## config.mk

```make
export PLATFORM = sky130hd
export DESIGN_NAME = eswitch_light_mode_controller
export DESIGN_NICKNAME = d
export VERILOG_FILES = /design/src/elmc_pkg.sv /design/src/eswitch_light_mode_controller.sv
export SDC_FILE = /design/constraint.sdc
export NUM_CORES = 1
export LEC_CHECK = 0
export BUFFER_PORTS_ARGS = -buffer_cell sky130_fd_sc_hd__buf_2
export CAP_MARGIN = 20
export CORE_ASPECT_RATIO = 1.1
export CORE_MARGIN = 5
export CORE_UTILIZATION = 35
export DETAILED_ROUTE_END_ITERATION = 6
export PLACE_DENSITY = 0.5
export SYNTH_ARGS = -nofsm -noshare
export SYNTH_HDL_FRONTEND = slang
export SYNTH_SLANG_ARGS = --single-unit
```

## constraint.sdc

```tcl
create_clock -name aclk -period 8.5 [get_ports aclk]
set_clock_uncertainty 0.05 [all_clocks]
set_input_delay 0.85 -clock aclk [delete_from_list [all_inputs] [get_ports aclk]]
set_output_delay 0.85 -clock aclk [all_outputs]
set_load 0.01 [all_outputs]
```

## src/elmc_pkg.sv

```systemverilog
`timescale 1ns / 1ps
`default_nettype none

package elmc_pkg;

    localparam int MODE_W       = 3;
    localparam int WINDOW_DEPTH = 4;
    localparam int SUM_W        = 8 + $clog2(WINDOW_DEPTH);

    localparam int S_TDATA_W = 16;
    localparam int M_TDATA_W = 24;

    localparam int IN_SWITCH_BIT = 0;
    localparam int IN_SAMPLE_LSB = 1;

    localparam int OUT_MODE_LSB   = 0;
    localparam int OUT_LEVEL_LSB  = 3;
    localparam int OUT_FAST_BIT   = 11;
    localparam int OUT_GREEN_BIT  = 12;
    localparam int OUT_RED_BIT    = 13;
    localparam int OUT_BLINKS_LSB = 14;
    localparam int OUT_ASLEEP_BIT = 17;
    localparam int OUT_USED_W     = 18;

    localparam logic [7:0] DEBOUNCE_MASK = 8'b0000_1111;
    localparam logic [7:0] WINDOW_RESET  = 8'd170;
    localparam logic [2:0] CHECK_START   = 3'd4;
    localparam logic [2:0] MAX_BLINKS    = 3'd5;

    localparam logic [7:0] LEVEL_TABLE [8] = '{
        8'd0, 8'd1, 8'd3, 8'd12, 8'd40, 8'd125, 8'd255, 8'd255
    };
    localparam logic [7:0] FAST_TABLE = 8'b0011_1000;
    localparam logic [7:0] BLINK_MARKS [5] = '{
        8'd128, 8'd151, 8'd165, 8'd175, 8'd184
    };

    typedef enum logic [2:0] {
        CFG_LONG_PRESS  = 3'd0,
        CFG_RAMP        = 3'd1,
        CFG_TURBO       = 3'd2,
        CFG_LOW_THR     = 3'd3,
        CFG_CRIT_THR    = 3'd4,
        CFG_LOWBATT_DLY = 3'd5,
        CFG_GREEN_THR   = 3'd6,
        CFG_YELLOW_THR  = 3'd7
    } cfg_idx_t;

endpackage

`default_nettype wire

```

## src/eswitch_light_mode_controller.sv

```systemverilog
// Each input transfer's result is registered and appears on m_tvalid in the cycle after the transfer.
// Throughput: one tick per cycle while the output is not stalled; the whole tick update is single-pass logic
// between the accepted item and the result register.
// A new tick is taken whenever the result register is empty or being drained.
// Reset: synchronous, active low; asleep, mode 0, voltage window at 170,
// configuration registers at their power-on values.
`timescale 1ns / 1ps
`default_nettype none

module eswitch_light_mode_controller #(
    parameter int NUM_MODES = 7
) (
    input  wire logic                             aclk,
    input  wire logic                             aresetn,
    input  wire logic                             s_tvalid,
    output logic                                  s_tready,
    // [0] switch_pressed, [8:1] adc_sample
    input  wire logic [elmc_pkg::S_TDATA_W-1:0]   s_tdata,
    // [0] adc_ready
    input  wire logic                             s_tuser,
    output logic                                  m_tvalid,
    input  wire logic                             m_tready,
    // [2:0] mode_index, [10:3] pwm_level, [11] pwm_fast, [12] green_led,
    // [13] red_led, [16:14] battery_blinks, [17] asleep
    output logic [elmc_pkg::M_TDATA_W-1:0]        m_tdata,
    // [0] readout_done
    output logic                                  m_tuser,
    input  wire logic                             cfg_we,
    input  wire elmc_pkg::cfg_idx_t               cfg_index,
    input  wire logic [15:0]                      cfg_wdata
);
    import elmc_pkg::*;

    localparam logic [MODE_W-1:0] TOP_MODE = MODE_W'(NUM_MODES - 1);

    function automatic logic [MODE_W-1:0] step_up(input logic [MODE_W-1:0] m);
        logic [MODE_W:0] inc;
        inc = {1'b0, m} + 1'b1;
        return (inc >= (MODE_W + 1)'(NUM_MODES)) ? '0 : inc[MODE_W-1:0];
    endfunction

    function automatic logic [MODE_W-1:0] step_down(input logic [MODE_W-1:0] m);
        return (m == '0) ? TOP_MODE : m - 1'b1;
    endfunction

    logic [6:0]  long_press_reg;
    logic [6:0]  ramp_reg;
    logic [15:0] turbo_timeout_reg;
    logic [7:0]  low_thr_reg;
    logic [7:0]  crit_thr_reg;
    logic [7:0]  lowbatt_delay_reg;
    logic [7:0]  green_thr_reg;
    logic [7:0]  yellow_thr_reg;

    logic [7:0]        hist_reg,    hist_next;
    logic [7:0]        press_reg,   press_next;
    logic [7:0]        on_time_reg, on_time_next;
    logic [15:0]       turbo_reg,   turbo_next;
    logic [7:0]        lowc_reg,    lowc_next;
    logic [MODE_W-1:0] mode_reg,    mode_next;
    logic [2:0]        cd_reg,      cd_next;
    logic [7:0]        win_reg [WINDOW_DEPTH];
    logic [7:0]        win_next [WINDOW_DEPTH];
    logic              sleep_reg,   sleep_next;
    logic              fast_reg,    fast_next;
    logic              green_reg,   green_next;
    logic              red_reg,     red_next;
    logic              pend_reg,    pend_next;

    logic              m_tvalid_reg;
    logic [M_TDATA_W-1:0] m_tdata_reg, m_tdata_next;
    logic              m_tuser_reg,  m_tuser_next;

    logic       accept;
    logic       raw;
    logic [7:0] sample;
    logic       done;
    logic [2:0] blinks;
    logic [7:0] level;

    assign s_tready = !m_tvalid_reg || m_tready;
    assign accept   = s_tvalid && s_tready;
    assign raw      = s_tdata[IN_SWITCH_BIT];
    assign sample   = s_tdata[IN_SAMPLE_LSB +: 8];

    always_ff @(posedge aclk) begin
        if (!aresetn) begin
            long_press_reg    <= 7'd21;
            ramp_reg          <= 7'd21;
            turbo_timeout_reg <= 16'd5625;
            low_thr_reg       <= 8'd124;
            crit_thr_reg      <= 8'd114;
            lowbatt_delay_reg <= 8'd188;
            green_thr_reg     <= 8'd156;
            yellow_thr_reg    <= 8'd142;
        end else if (cfg_we) begin
            unique case (cfg_index)
                CFG_LONG_PRESS:  long_press_reg    <= cfg_wdata[6:0];
                CFG_RAMP:        ramp_reg          <= cfg_wdata[6:0];
                CFG_TURBO:       turbo_timeout_reg <= cfg_wdata;
                CFG_LOW_THR:     low_thr_reg       <= cfg_wdata[7:0];
                CFG_CRIT_THR:    crit_thr_reg      <= cfg_wdata[7:0];
                CFG_LOWBATT_DLY: lowbatt_delay_reg <= cfg_wdata[7:0];
                CFG_GREEN_THR:   green_thr_reg     <= cfg_wdata[7:0];
                CFG_YELLOW_THR:  yellow_thr_reg    <= cfg_wdata[7:0];
                default: ;
            endcase
        end
    end

    always_comb begin
        logic            awake;
        logic [8:0]      lp_end;
        logic [8:0]      ramp_end;
        logic [8:0]      check_win;
        logic [SUM_W-1:0] sum;
        logic [7:0]      avg;
        logic [7:0]      thr;

        hist_next    = hist_reg;
        press_next   = press_reg;
        on_time_next = on_time_reg;
        turbo_next   = turbo_reg;
        lowc_next    = lowc_reg;
        mode_next    = mode_reg;
        cd_next      = cd_reg;
        win_next     = win_reg;
        sleep_next   = sleep_reg;
        fast_next    = fast_reg;
        green_next   = green_reg;
        red_next     = red_reg;
        pend_next    = pend_reg;
        done         = 1'b0;
        blinks       = '0;
        awake        = 1'b1;
        lp_end       = {2'b00, long_press_reg} + 9'd1;
        ramp_end     = {2'b00, long_press_reg} + {2'b00, ramp_reg};
        check_win    = {1'b0, long_press_reg, 1'b0};
        sum          = '0;
        avg          = '0;
        thr          = '0;

        if (sleep_reg) begin
            if ((hist_reg & DEBOUNCE_MASK) == '0 && raw) begin
                sleep_next = 1'b0;
            end else begin
                hist_next = {hist_reg[6:0], raw};
                awake     = 1'b0;
            end
        end

        if (awake) begin
            if (mode_reg == '0) begin
                on_time_next = '0;
            end else if (on_time_reg != 8'hFF) begin
                on_time_next = on_time_reg + 1'b1;
            end

            hist_next = {hist_reg[6:0], raw};

            if ((hist_next & DEBOUNCE_MASK) != '0) begin
                turbo_next = '0;
                lowc_next  = '0;
                if (press_reg != 8'hFF) begin
                    press_next = press_reg + 1'b1;
                end
                if ({1'b0, press_next} == lp_end && cd_reg == '0) begin
                    mode_next = step_down(mode_reg);
                    if ({1'b0, on_time_next} < check_win && mode_next == '0) begin
                        cd_next = CHECK_START;
                    end
                end else if ({1'b0, press_next} == ramp_end) begin
                    press_next = {1'b0, long_press_reg};
                end
            end else begin
                if (press_reg != '0 && press_reg < {1'b0, long_press_reg}) begin
                    mode_next = step_up(mode_reg);
                end else begin
                    if (mode_reg == TOP_MODE) begin
                        turbo_next = turbo_reg + 1'b1;
                        if (turbo_next > turbo_timeout_reg) begin
                            mode_next = step_down(mode_reg);
                        end
                    end
                    if (s_tuser) begin
                        for (int i = 0; i < WINDOW_DEPTH - 1; i++) begin
                            win_next[i] = win_reg[i + 1];
                        end
                        win_next[WINDOW_DEPTH - 1] = sample;
                        for (int i = 0; i < WINDOW_DEPTH; i++) begin
                            sum = sum + SUM_W'(win_next[i]);
                        end
                        avg = sum[SUM_W-1 -: 8];
                        thr = (mode_next == MODE_W'(1)) ? crit_thr_reg : low_thr_reg;
                        lowc_next = (avg < thr) ? lowc_reg + 1'b1 : '0;
                        if (avg > green_thr_reg) begin
                            green_next = 1'b1;
                            red_next   = 1'b0;
                        end else if (avg > yellow_thr_reg) begin
                            green_next = 1'b1;
                            red_next   = 1'b1;
                        end else begin
                            green_next = 1'b0;
                            red_next   = 1'b1;
                        end
                        if (cd_reg > 3'd1) begin
                            cd_next = cd_reg - 1'b1;
                        end else if (cd_reg == 3'd1) begin
                            for (int i = 0; i < 5; i++) begin
                                blinks = blinks + 3'(avg > BLINK_MARKS[i]);
                            end
                            done    = 1'b1;
                            cd_next = '0;
                        end
                    end
                    if (lowc_next >= lowbatt_delay_reg) begin
                        mode_next = step_down(mode_next);
                        lowc_next = '0;
                    end
                end
                press_next = '0;
            end

            if (mode_next != '0) begin
                fast_next = FAST_TABLE[mode_next];
            end

            if (mode_next != '0) begin
                pend_next = 1'b0;
            end else if (mode_reg != '0) begin
                pend_next = 1'b1;
            end
            if (pend_next && cd_next == '0) begin
                sleep_next = 1'b1;
                pend_next  = 1'b0;
                press_next = '0;
                green_next = 1'b0;
                red_next   = 1'b0;
            end
        end

        level = (cd_next != '0) ? 8'd0 : LEVEL_TABLE[mode_next];

        m_tdata_next                               = '0;
        m_tdata_next[OUT_MODE_LSB +: MODE_W]       = mode_next;
        m_tdata_next[OUT_LEVEL_LSB +: 8]           = level;
        m_tdata_next[OUT_FAST_BIT]                 = fast_next;
        m_tdata_next[OUT_GREEN_BIT]                = green_next;
        m_tdata_next[OUT_RED_BIT]                  = red_next;
        m_tdata_next[OUT_BLINKS_LSB +: 3]          = blinks;
        m_tdata_next[OUT_ASLEEP_BIT]               = sleep_next;
        m_tuser_next                               = done;
    end

    always_ff @(posedge aclk) begin
        if (!aresetn) begin
            hist_reg     <= '0;
            press_reg    <= '0;
            on_time_reg  <= '0;
            turbo_reg    <= '0;
            lowc_reg     <= '0;
            mode_reg     <= '0;
            cd_reg       <= '0;
            for (int i = 0; i < WINDOW_DEPTH; i++) begin
                win_reg[i] <= WINDOW_RESET;
            end
            sleep_reg    <= 1'b1;
            fast_reg     <= 1'b0;
            green_reg    <= 1'b0;
            red_reg      <= 1'b0;
            pend_reg     <= 1'b0;
        end else if (accept) begin
            hist_reg     <= hist_next;
            press_reg    <= press_next;
            on_time_reg  <= on_time_next;
            turbo_reg    <= turbo_next;
            lowc_reg     <= lowc_next;
            mode_reg     <= mode_next;
            cd_reg       <= cd_next;
            win_reg      <= win_next;
            sleep_reg    <= sleep_next;
            fast_reg     <= fast_next;
            green_reg    <= green_next;
            red_reg      <= red_next;
            pend_reg     <= pend_next;
        end
    end

    // hold the result until the transfer completes
    always_ff @(posedge aclk) begin
        if (!aresetn) begin
            m_tvalid_reg <= 1'b0;
        end else if (s_tready) begin
            m_tvalid_reg <= s_tvalid;
        end
    end

    always_ff @(posedge aclk) begin
        if (accept) begin
            m_tdata_reg <= m_tdata_next;
            m_tuser_reg <= m_tuser_next;
        end
    end

    assign m_tvalid = m_tvalid_reg;
    assign m_tdata  = m_tdata_reg;
    assign m_tuser  = m_tuser_reg;

endmodule

`default_nettype wire

```

* Word level (Yosys, flattened, before mapping)
Memories as Yosys holds them, arrays and structs flattened. A register that Yosys moved wholly into a read port is not among the register bits.
Cells that the tools add are included.
** Storage, ports and cells
- Flip-flop bits (word level) :: 161
- ROM bits :: 72
- Bits of input ports :: 41
- Output and inout port bits :: 27
- Logic and storage cells :: 195
- Memories kept :: 2
** Operators by class
- Add/subtract/negate cells :: 17
- Magnitude comparators :: 15
- Equality and inequality tests :: 16
- Multiplexer cells :: 75
- Bitwise gates (word level) :: 6
- Reductions and logical operators :: 37
** Memories
- (name not given) :: depth 8, width 8, rd ports 1, clocked after Yosys merged registers in 1, write ports 0, line eswitch_light_mode_controller.sv:242 : level = (cd_next != '0) ? 8'd0 : LEVEL_TABLE[mode_next];
- (name not given) :: depth 8, width 1, rd ports 1, clocked after Yosys merged registers in 0, write ports 0, line eswitch_light_mode_controller.sv:225 : fast_next = FAST_TABLE[mode_next];
** Operator list (count)
- $mux 8 :: 19
- $mux 3 :: 23
- $mux 16 :: 3
- $gt 8x8->1 const B :: 5
- $mux 1 :: 27
- $add 8x1->8 const B :: 3
- $logic_not 3->1 :: 6
- $reduce_and 2->1 :: 9
- $add 16x1->16 const B :: 1
- $eq 8x8->1 :: 2
- $gt 16x16->1 :: 1
- $gt 8x8->1 :: 2
- $lt 8x8->1 :: 2
- $ne 8x8->1 const B :: 2
- $reduce_bool 8->1 :: 2
- $eq 3x3->1 const B :: 5
- $mux 4 :: 3
- $add 10x8->10 :: 1
- $add 9x8->10 :: 1
- $add 8x8->9 :: 1
- $eq 3x1->1 const B :: 3
- $reduce_bool 3->1 :: 3
- $sub 3x1->3 const B :: 3
- $add 7x1->8 const B :: 1
- 25 further kinds :: 38

* Logic depth before layout (Yosys ltp)
- Depth after elaboration :: 26
- Gate-level depth with buffers :: 42
- Mapped depth without buffers :: 39

* Least setup slack after synthesis
Ideal clock, no wire load.
- Kind :: register to register
- From :: register turbo_reg[0]
- To :: register m_tdata_reg[3] (netlist: m_tdata[3]), data pin
- Library setup time :: 0.275 ns
- Arrival time :: 7.798 ns
- Data required time :: 8.175 ns
- Slack :: 0.378 ns
- Cell stages (with the launch flop) :: 42
- Path buffers :: 3
- Period minus slack after synthesis :: 8.122 ns
- Cells stage by stage :: dfxtp_1 -> and3_1 -> nand3_1 -> or2_2 -> clkbuf_1 -> nor2_1 -> and3_1 -> clkbuf_1 -> and3_1 -> nand3_1 -> xnor2_1 -> ha_1 -> nand4_1 -> nor4_1 -> a21boi_0 -> o31a_1 -> and3b_1 -> nor2_1 -> (+6 left out) -> a21oi_1 -> nand2_1 -> o21ai_0 -> clkbuf_1 -> o21a_1 -> ha_1 -> a21oi_1 -> o21ai_0 -> a41o_1 -> a21oi_1 -> nand2_1 -> o31a_1 -> o311ai_2 -> mux2_2 -> inv_1 -> ha_1 -> nand2b_1 -> a21oi_1
** On the way
- Cells in the longest elaborated chain, start to end :: 22
- Elaborated cells between the ends (all ways) :: 25
- Those cells by class :: 2 x add/sub; 3 x order compare; 1 x eq/ne; 17 x mux; 1 x bitwise; 1 x reduce/logical
** RTL lines
- start: declaration :: line eswitch_light_mode_controller.sv:58 : logic [15:0] turbo_reg, turbo_next;
- start signal: assignment :: line eswitch_light_mode_controller.sv:276 : turbo_reg <= turbo_next;
- $add 16x1->16 * :: line eswitch_light_mode_controller.sv:180 : turbo_next = turbo_reg + 1'b1;
- $gt 16x16->1 * :: line eswitch_light_mode_controller.sv:181 : if (turbo_next > turbo_timeout_reg) begin
- $mux 3 * :: line eswitch_light_mode_controller.sv:181
- $mux 3 * :: line eswitch_light_mode_controller.sv:179 : if (mode_reg == TOP_MODE) begin
- $mux 3 * :: line eswitch_light_mode_controller.sv:176 : if (press_reg != '0 && press_reg < {1'b0, long_press_reg}) begin
- $mux 3 * :: line eswitch_light_mode_controller.sv:161 : if ((hist_next & DEBOUNCE_MASK) != '0) begin
- $mux 3 * :: line eswitch_light_mode_controller.sv:152 : if (awake) begin
- $eq 3x1->1 :: line eswitch_light_mode_controller.sv:194 : thr = (mode_next == MODE_W'(1)) ? crit_thr_reg : low_thr_reg;
- (+6 left out)
- $mux 8 :: line eswitch_light_mode_controller.sv:152
- $ge 8x8->1 :: line eswitch_light_mode_controller.sv:216 : if (lowc_next >= lowbatt_delay_reg) begin
- $mux 3 * :: line eswitch_light_mode_controller.sv:216
- $mux 3 * :: line eswitch_light_mode_controller.sv:176
- $mux 3 * :: line eswitch_light_mode_controller.sv:161
- $mux 3 * (2 in series) :: line eswitch_light_mode_controller.sv:152
- via mode_next[1] :: line eswitch_light_mode_controller.sv:60 : logic [MODE_W-1:0] mode_reg, mode_next;
- $not 3->4 (implied by the code) * :: line eswitch_light_mode_controller.sv:242
- end: declaration :: line eswitch_light_mode_controller.sv:71 : logic [M_TDATA_W-1:0] m_tdata_reg, m_tdata_next;
The timed path passes the listed nets; every way through them passes the cells marked *. The select of a mux whose other input is x is not followed.
A chain may end at the register's enable or synchronous reset.

* Worst setup path after layout
Same ends and word-level chain as after synthesis.

==> results_dict.tcl <==
set metrics [dict create \
    outcome "finished clean" \
    die_h_um 194 \
    setup.worst_path.end_class "flip-flop" \
    max_capacitance_violation_count 0 \
    drive_above_1_share_pct 11.5 \
    pwr_density_cell_mw_per_mm2 174 \
    holdPathEnd "red_reg" \
    worst_path_largest_cell_delay_ps 390 \
    number_of_antenna_violations_at_the_first_check_in_global_routing 1 \
    area_overhead_of_the_layout_relative_to_synthesis_pct 13.0 \
    worst_case_clock_buffer_depth 2 \
    synth_compound_gate_area_share_pct 17.6 \
    rr_startpoint "turbo_reg[0]" \
    synth.top_cell.area_share_pct 27.8 \
    yosys_most_used_dff "sky130_fd_sc_hd__dfxtp_1" \
    layout_worst_path_cycle_share_pct 95.1 \
    drc 0 \
    grt_first_pass_wirelength_mm 46.4 \
    cts_buffer_count 17 \
    yosys_warnings 0 \
    whs_path_depth 2 \
    cts_sinks 168 \
    worst-setup-path-type "reg2reg" \
    asyncSetResetFlopFracSynth_pct 0 \
    synth-simple-area-share_pct 23.7 \
    min_period_ps 8080 \
    boundaryPins 68 \
    finish.instance_area_mm2 0.0122 \
    place_congestion 0.856 \
    design.die.area_mm2 0.0345 \
    hold_start "red_reg" \
    n_antenna_cell 0 \
    vias_per_cell 5.15 \
    synth_enable_flop_cells 18 \
    drt_iter0_markers 568 \
    placement.cell_area_mm2 0.0114 \
    r2r_cells 39 \
    synthMostInstantiatedCell "sky130_fd_sc_hd__nand2_1" \
    hold_viol_final 0 \
    post_synth_main_area_contributors "sky130_fd_sc_hd__dfxtp_1 28%, sky130_fd_sc_hd__ha_1 11%, sky130_fd_sc_hd__nand2_1 9.2%" \
    yosys-top-cells-count "266 x sky130_fd_sc_hd__nand2_1, 150 x sky130_fd_sc_hd__dfxtp_1, 136 x sky130_fd_sc_hd__a21oi_1" \
    netlist_instances 1346 \
    grt_start_max_net_pins 88 \
    clkTransAtPathRegs_ps 80 \
    floorplan.core_area_mm2 0.0304 \
    synth.largest_area_cell "sky130_fd_sc_hd__dfxtp_1" \
    htreeDepth 4 \
    wire_per_inst_um 16.0 \
    clock_tree_from_tritoncts "yes" \
    cts.hold.buffers_added 0 \
    slew_headroom_pct 28.7 \
    place_inst 1771 \
    drv_slew 0 \
    worst_skew_pair.late_latency_ps 440 \
    crit_path_start_kind "flip-flop" \
    grt_remaining_overflow 0 \
    p_leak_nw 5.06 \
    num_vias 9327 \
    master_cell_of_the_clock_root_buffer "sky130_fd_sc_hd__clkbuf_16" \
    die_w_um 177 \
    largest_family_of_logic_cells_by_synthesized_area "simple AND/OR/NAND/NOR gates" \
    synth-seq-cells 168 \
    crit_required_ps 8740 \
    critPathArrivalTime_ps 8320 \
    max_freq_mhz 124 \
    track_usage_pct 16.7 \
    wl_mm 29.0 \
    max_slew.worst_pin.slew_ps 1060 \
    syn_area_per_cell_um2 8.02 \
    fp_rows 67 \
    r2r_slack_ps 420 \
    regToRegEndpoint "m_tdata[3]" \
    number_of_flip_flops_in_the_largest_register 24 \
    ys_seq_area_share_pct 32.8 \
    path_common_cell "sky130_fd_sc_hd__ha_1" \
    report.power.total_w 0.00213 \
    post-dp-hpwl_mm 20.7 \
    synth_adder_area_share_pct 14.3 \
    number_of_nets_at_the_end_of_the_flow 1538 \
    io_buffer_count 54 \
    synth_cell_type_count 81 \
    antenna_violating_nets_post_route 0 \
    worst_hold_path_type "reg2reg" \
    critical_path.max_fanout 7 \
    final_cell_count_no_fill 1812 \
    start_util_pct 35.5 \
    netlist_area_mm2 0.0108 \
    cpMaxStageDelayCell "sky130_fd_sc_hd__o31a_1" \
    synth.mux.area_fraction_pct 1.92 \
    synth_xor_area_share_pct 3.98 \
    detail_route.first_pass.iterations 5 \
    worst_ir_drop_vdd_uv 103 \
    grt_pass1_vias 8733 \
    timing.final.setup_violations 0 \
]
-- worst max-delay path by stage --
stage / from / end / slack [ps] / depth (start not counted)
floorplan: turbo_reg[0] / m_tdata[3] / 380 / 41
global placement: turbo_reg[0] / m_tdata[5] / 120 / 39
detailed placement: turbo_reg[0] / m_tdata[5] / -40 / 39
CTS: turbo_reg[0] / m_tdata[13] / -3 / 38
global route: turbo_reg[0] / m_tdata[5] / -30 / 39
finish: turbo_reg[0] / m_tdata[3] / 420 / 39
-- critical path, delay by kind of cell, from the launching register on --
family,cells,cell delay [ps]
DFF,1,380
muxes,2,420
xor gates and xnor gates,1,160
and+or+nand+nor,16,2460
adders and majority gates,5,1210
buffers and inverters,2,250
AOI/OAI and AO/OA,13,3020
-- logic make-up after synthesis --
group / after synthesis
AOI/OAI and AO/OA: 302
buffers and inverters: 143
adders and majority gates: 112
DFF: 168
and+or+nand+nor: 552
xor gates and xnor gates: 49
other: 1
muxes: 19
-- cell type report --
type                    count  area, um^2
clock buffers              19         443
clock inverters            13         135
fillers                  3156       18200
inverters                  76         285
multi-input cells        1040        6780
flip-flops and latches    168        3550
well taps                 414         518
repair buffers             82         480
-- metrics by stage --
step           hold WS (ps)  worst slack, ps  TNS, ps  util [%]
4_1_cts                 407            -2.72    -2.72      39.5
5_1_grt                 424            -28.7    -28.7      40.1
3_3_place_gp            393              117        0      37.5
2_1_floorplan           381              378        0         -
3_5_place_dp            397            -37.3    -74.7      37.5
6_report                405              416        0      40.1
-- what timing repair did --
item                       4_1_cts  5_1_grt
gates resized for setup          1       32
setup buffers                    2        7
pin swaps                        0        5
setup endpoints to repair        5       34
-- power breakdown --
| group | total (W) | leakage (nW) | switching, W | internal, W |
|---|---|---|---|---|
| logic | 0.000498 | 3.37 | 0.000303 | 0.000195 |
| clock network | 0.000789 | 0.283 | 0.000368 | 0.000421 |
| registers | 0.000841 | 1.40 | 0.0000153 | 0.000826 |
| total | 0.00213 | 5.06 | 0.000686 | 0.00144 |
-- cell usage in the layout (no fill, tap or decap), types with 7 or more instances in the layout --
cell	instances
sky130_fd_sc_hd__nand2_1	265
sky130_fd_sc_hd__dfxtp_1	147
sky130_fd_sc_hd__a21oi_1	135
sky130_fd_sc_hd__ha_1	91
sky130_fd_sc_hd__nor2_1	82
sky130_fd_sc_hd__inv_1	74
sky130_fd_sc_hd__nand3_1	60
sky130_fd_sc_hd__buf_2	54
sky130_fd_sc_hd__o21ai_0	37
sky130_fd_sc_hd__buf_4	28
sky130_fd_sc_hd__o211ai_1	27
sky130_fd_sc_hd__nor3_1	26
sky130_fd_sc_hd__xnor2_1	24
sky130_fd_sc_hd__xor2_1	23
sky130_fd_sc_hd__a21o_1	21
sky130_fd_sc_hd__fa_1	19
sky130_fd_sc_hd__nand4_1	18
sky130_fd_sc_hd__edfxtp_1	18
sky130_fd_sc_hd__clkbuf_16	17
sky130_fd_sc_hd__nand2b_1	16
sky130_fd_sc_hd__mux2i_1	14
sky130_fd_sc_hd__a31oi_1	12
sky130_fd_sc_hd__nor2b_1	11
sky130_fd_sc_hd__and3_1	10
sky130_fd_sc_hd__or3_1	9
sky130_fd_sc_hd__o21a_1	7
sky130_fd_sc_hd__nand3b_1	7
-- routing by layer --
metal / global-route usage, % / wire, um
met1: 22.5 / 13800
met2: 28.0 / 13800
met3: 2.55 / 912
met4: 4.41 / 465
met5: 0 / 7
Note: power is estimated with default switching activity, not from simulation.
